## config.mk

```make
export PLATFORM = sky130hd
export DESIGN_NAME = chsat_ram
export DESIGN_NICKNAME = d
export VERILOG_FILES = /design/src/rtl/chsat_ram.sv
export SDC_FILE = /design/constraint.sdc
export NUM_CORES = 1
export LEC_CHECK = 0
export ABC_AREA = 1
export BUFFER_PORTS_ARGS = -buffer_cell sky130_fd_sc_hd__buf_2
export CORE_MARGIN = 2
export CORE_UTILIZATION = 40
export CTS_CLUSTER_SIZE = 10
export DETAILED_ROUTE_END_ITERATION = 6
export HOLD_SLACK_MARGIN = 0.12
export PLACE_DENSITY_LB_ADDON = 0.2
export SETUP_SLACK_MARGIN = 0.4
export SLEW_MARGIN = 20
export SYNTH_ARGS = -nofsm -noshare
export SYNTH_HDL_FRONTEND = slang
export SYNTH_SLANG_ARGS = --single-unit
```

## constraint.sdc

```tcl
create_clock -name clk -period 2.2 [get_ports clk]
set_input_delay 0.33 -clock clk [delete_from_list [all_inputs] [get_ports clk]]
set_output_delay 0.33 -clock clk [all_outputs]
set_load 0.02 [all_outputs]
```

## src/rtl/chsat_ram.sv

```systemverilog
// Generic single-write, single-read RAM with registered read data.
`timescale 1ns / 1ps
`default_nettype none
module chsat_ram #(
  parameter int Width = 8,
  parameter int Depth = 8
) (
  input  wire logic                                  clk,
  input  wire logic                                  we,
  input  wire logic [((Depth > 1) ? $clog2(Depth) : 1)-1:0] waddr,
  input  wire logic [Width-1:0]                      wdata,
  input  wire logic [((Depth > 1) ? $clog2(Depth) : 1)-1:0] raddr,
  output logic      [Width-1:0]                      rdata
);
  logic [Width-1:0] mem [Depth];
  always_ff @(posedge clk) begin
    if (we) mem[waddr] <= wdata;
    rdata <= mem[raddr];
  end
endmodule
`default_nettype wire

```

==> metrics.cfg <==
[timing]
max_freq_ghz = 0.869
slew_viol_final = 0
slew_headroom_pct = 76.3
worst_pin_slew_ps = 355
clock_skew_ps = 6.58
period_share_pct = 52.3
holdWs_ps = 252
finalSetupViolCount = 0
setup_tns_ps = 0
rsz0062_at_grt = false
hold_viol = 0
period_needed_ps = 1150

[synthesis]
synth_cells = 303
synthFlopType = edfxtp_1
synth-edff-count = 64
synth_top_area_cell = edfxtp_1
synth_commonest_cells = 110 x nand2_1, 68 x inv_1, 64 x edfxtp_1
synth_warnings = 0
synth_area_leaders = edfxtp_1 63%, nand2_1 14%, inv_1 8.4%, dfxtp_1 5.3%, nand3_1 5.3%
syn_area_mm2 = 0.00305
seq_area_frac_synth_pct = 68.3
synth_most_common_cell = nand2_1
synth_fp_nets = 319
syn_area_per_cell_um2 = 10.1
async_flop_share_pct = 0
yosysUniqueCellTypes = 11
synth_top_area_share_pct = 63.0
ys_ff_latch = 72

[final_layout]
final_area_mm2 = 0.00347
areaGrowthSynthToFinish_pct = 13.7
num_antenna_cells = 0
filler_cell_count = 703
fin_util_pct = 47.3
drive_above_1_share_pct = 15.2
fin_nets = 353

[floorplanning]
core-area_mm2 = 0.00733
die_w_um = 91.3
rows = 31
start_util_pct = 41.6
die-area_mm2 = 0.00834
die_h_um = 91.3
io_pins = 24

[pwr]
internal_power_w = 0.00213
power.share.clock_pct = 36.8
p_seq_share_pct = 55.7
ir_drop_mv = 0.427
p_leak_nw = 1.63
p_comb_share_pct = 7.5
power_density_mw_per_mm2 = 804
switching_share_pct = 23.6
switchingPower_w = 0.000659

[grt]
grt_overflow = 0
grt_start_max_net_pins = 33
antenna_found_initial = 0
grt_pass1_vias = 1952
gr-usage-all-layers_pct = 16.1
grt_pass1_wl_mm = 9.89

[placement]
placed_area_mm2 = 0.00327
dp_hpwl_mm = 3.62
place_congestion = 0.727
port_buffers = 23

[clocking]
postCtsSetupBuffers = 0
cts-resized-gates = 0
cts_buffer_depth = 2
postCtsHoldBufs = 0
clkTransAtPathRegs_ps = 80
root_buffer = clkbuf_8
cts_sinks = 72
tritoncts = yes
h-tree-depth = 3
clk_latency_ps = 350
cts_buffers = 9

[worst_hold_path]
hp-class = in -> reg

[routing]
vias = 1949
top_layer = met4
dr.pass1.iters = 4
wl_met2_mm = 2.79
wl_mm = 5.88
met1_length_mm = 2.79
viasPerCell = 4.42
drt-initial-drc-count = 63
wl_per_cell_um = 13.3
drc = 0
met3_length_um = 213
postRouteAntennaNets = 0

[setup_path]
cp_num_buf_inv = 1
slowest_stage = dfxtp_1
worstPathCellList = buf_2
crit_path_max_incr_delay_ps = 320
path_class = reg -> out
worstPathArrival_ps = 820
crit_fanout = 1
reg2reg_slack_ps = 1330
required_ps = 1870
critPathTopFamily = flip-flops
cp-end-kind = primary output
start_kind = flop

[status]
status = complete, no violations

[run]
cap_violations = 0

[cells in the final DEF (no fill, tap or decap)]
master,count
inv_4,1
buf_2,23
inv_2,1
nand3_1,32
dfxtp_1,8
nor2_1,8
clkinv_4,2
edfxtp_1,64
clkbuf_8,9
clkinvlp_4,2
inv_1,68
bufinv_16,1
clkinv_2,2
buf_4,11
nand2_1,110
[routing by layer]
layer / track usage [%] / vias to the layer above
met1: 20.8 / 906
li1: - / 1001
met3: 5.73 / 10
met4: 5.30 / 0
met5: 0 / -
met2: 25.3 / 32
[cells by family (layout without fill, tap and decap cells)]
group / count (synthesis) / in the layout / share of synthesized area [%]
buffers and inverters: 81 / 120 / 12.0
flip-flops: 72 / 72 / 68.3
AND/OR/NAND/NOR: 150 / 150 / 19.8
[power groups by stage]
stage	Sequential [W]	Combinational [W]	Clock, W
final	0.00155	0.000210	0.00103
after global routing	0.00156	0.000240	0.00111
after CTS	0.00155	0.000213	0.00106
after detailed placement	0.00158	0.000212	0
after global placement	0.00158	0.000209	0
after floorplan	0.00160	0.000122	0
[flip-flops by register name, indices dropped and copies added (netlist names)]
| signal | flops |
|---|---|
| rdata | 8 |
| mem | 64 |
[final cells by class]
class	count	area, um^2	area share [%]
inverter	70	265	7.65
timing repair buffer	34	198	5.70
multi-input combinational	150	603	17.4
clock buffer	9	124	3.57
clock inverter	7	72.6	2.09
tap	99	124	3.57
sequential	72	2080	60.0
[through the flow]
stage / power [W] / instances / worst slack, ps
3_5_place_dp: 0.00180 / 425 / 819
3_3_place_gp: 0.00179 / 425 / 847
5_1_grt: 0.00291 / 441 / 980
2_1_floorplan: 0.00173 / 303 / 995
4_1_cts: 0.00283 / 441 / 1020
6_report: 0.00279 / 441 / 1050
[final timing paths]
check / startpoint / cells after the start / to
max: rdata[2] / 1 / rdata[2]
min reg2reg: mem[0][7] / 6 / rdata[7]
max reg2reg: mem[5][6] / 6 / rdata[6]
min: wdata[5] / 1 / mem[1][5]
Note: power is estimated with default switching activity, not from simulation.
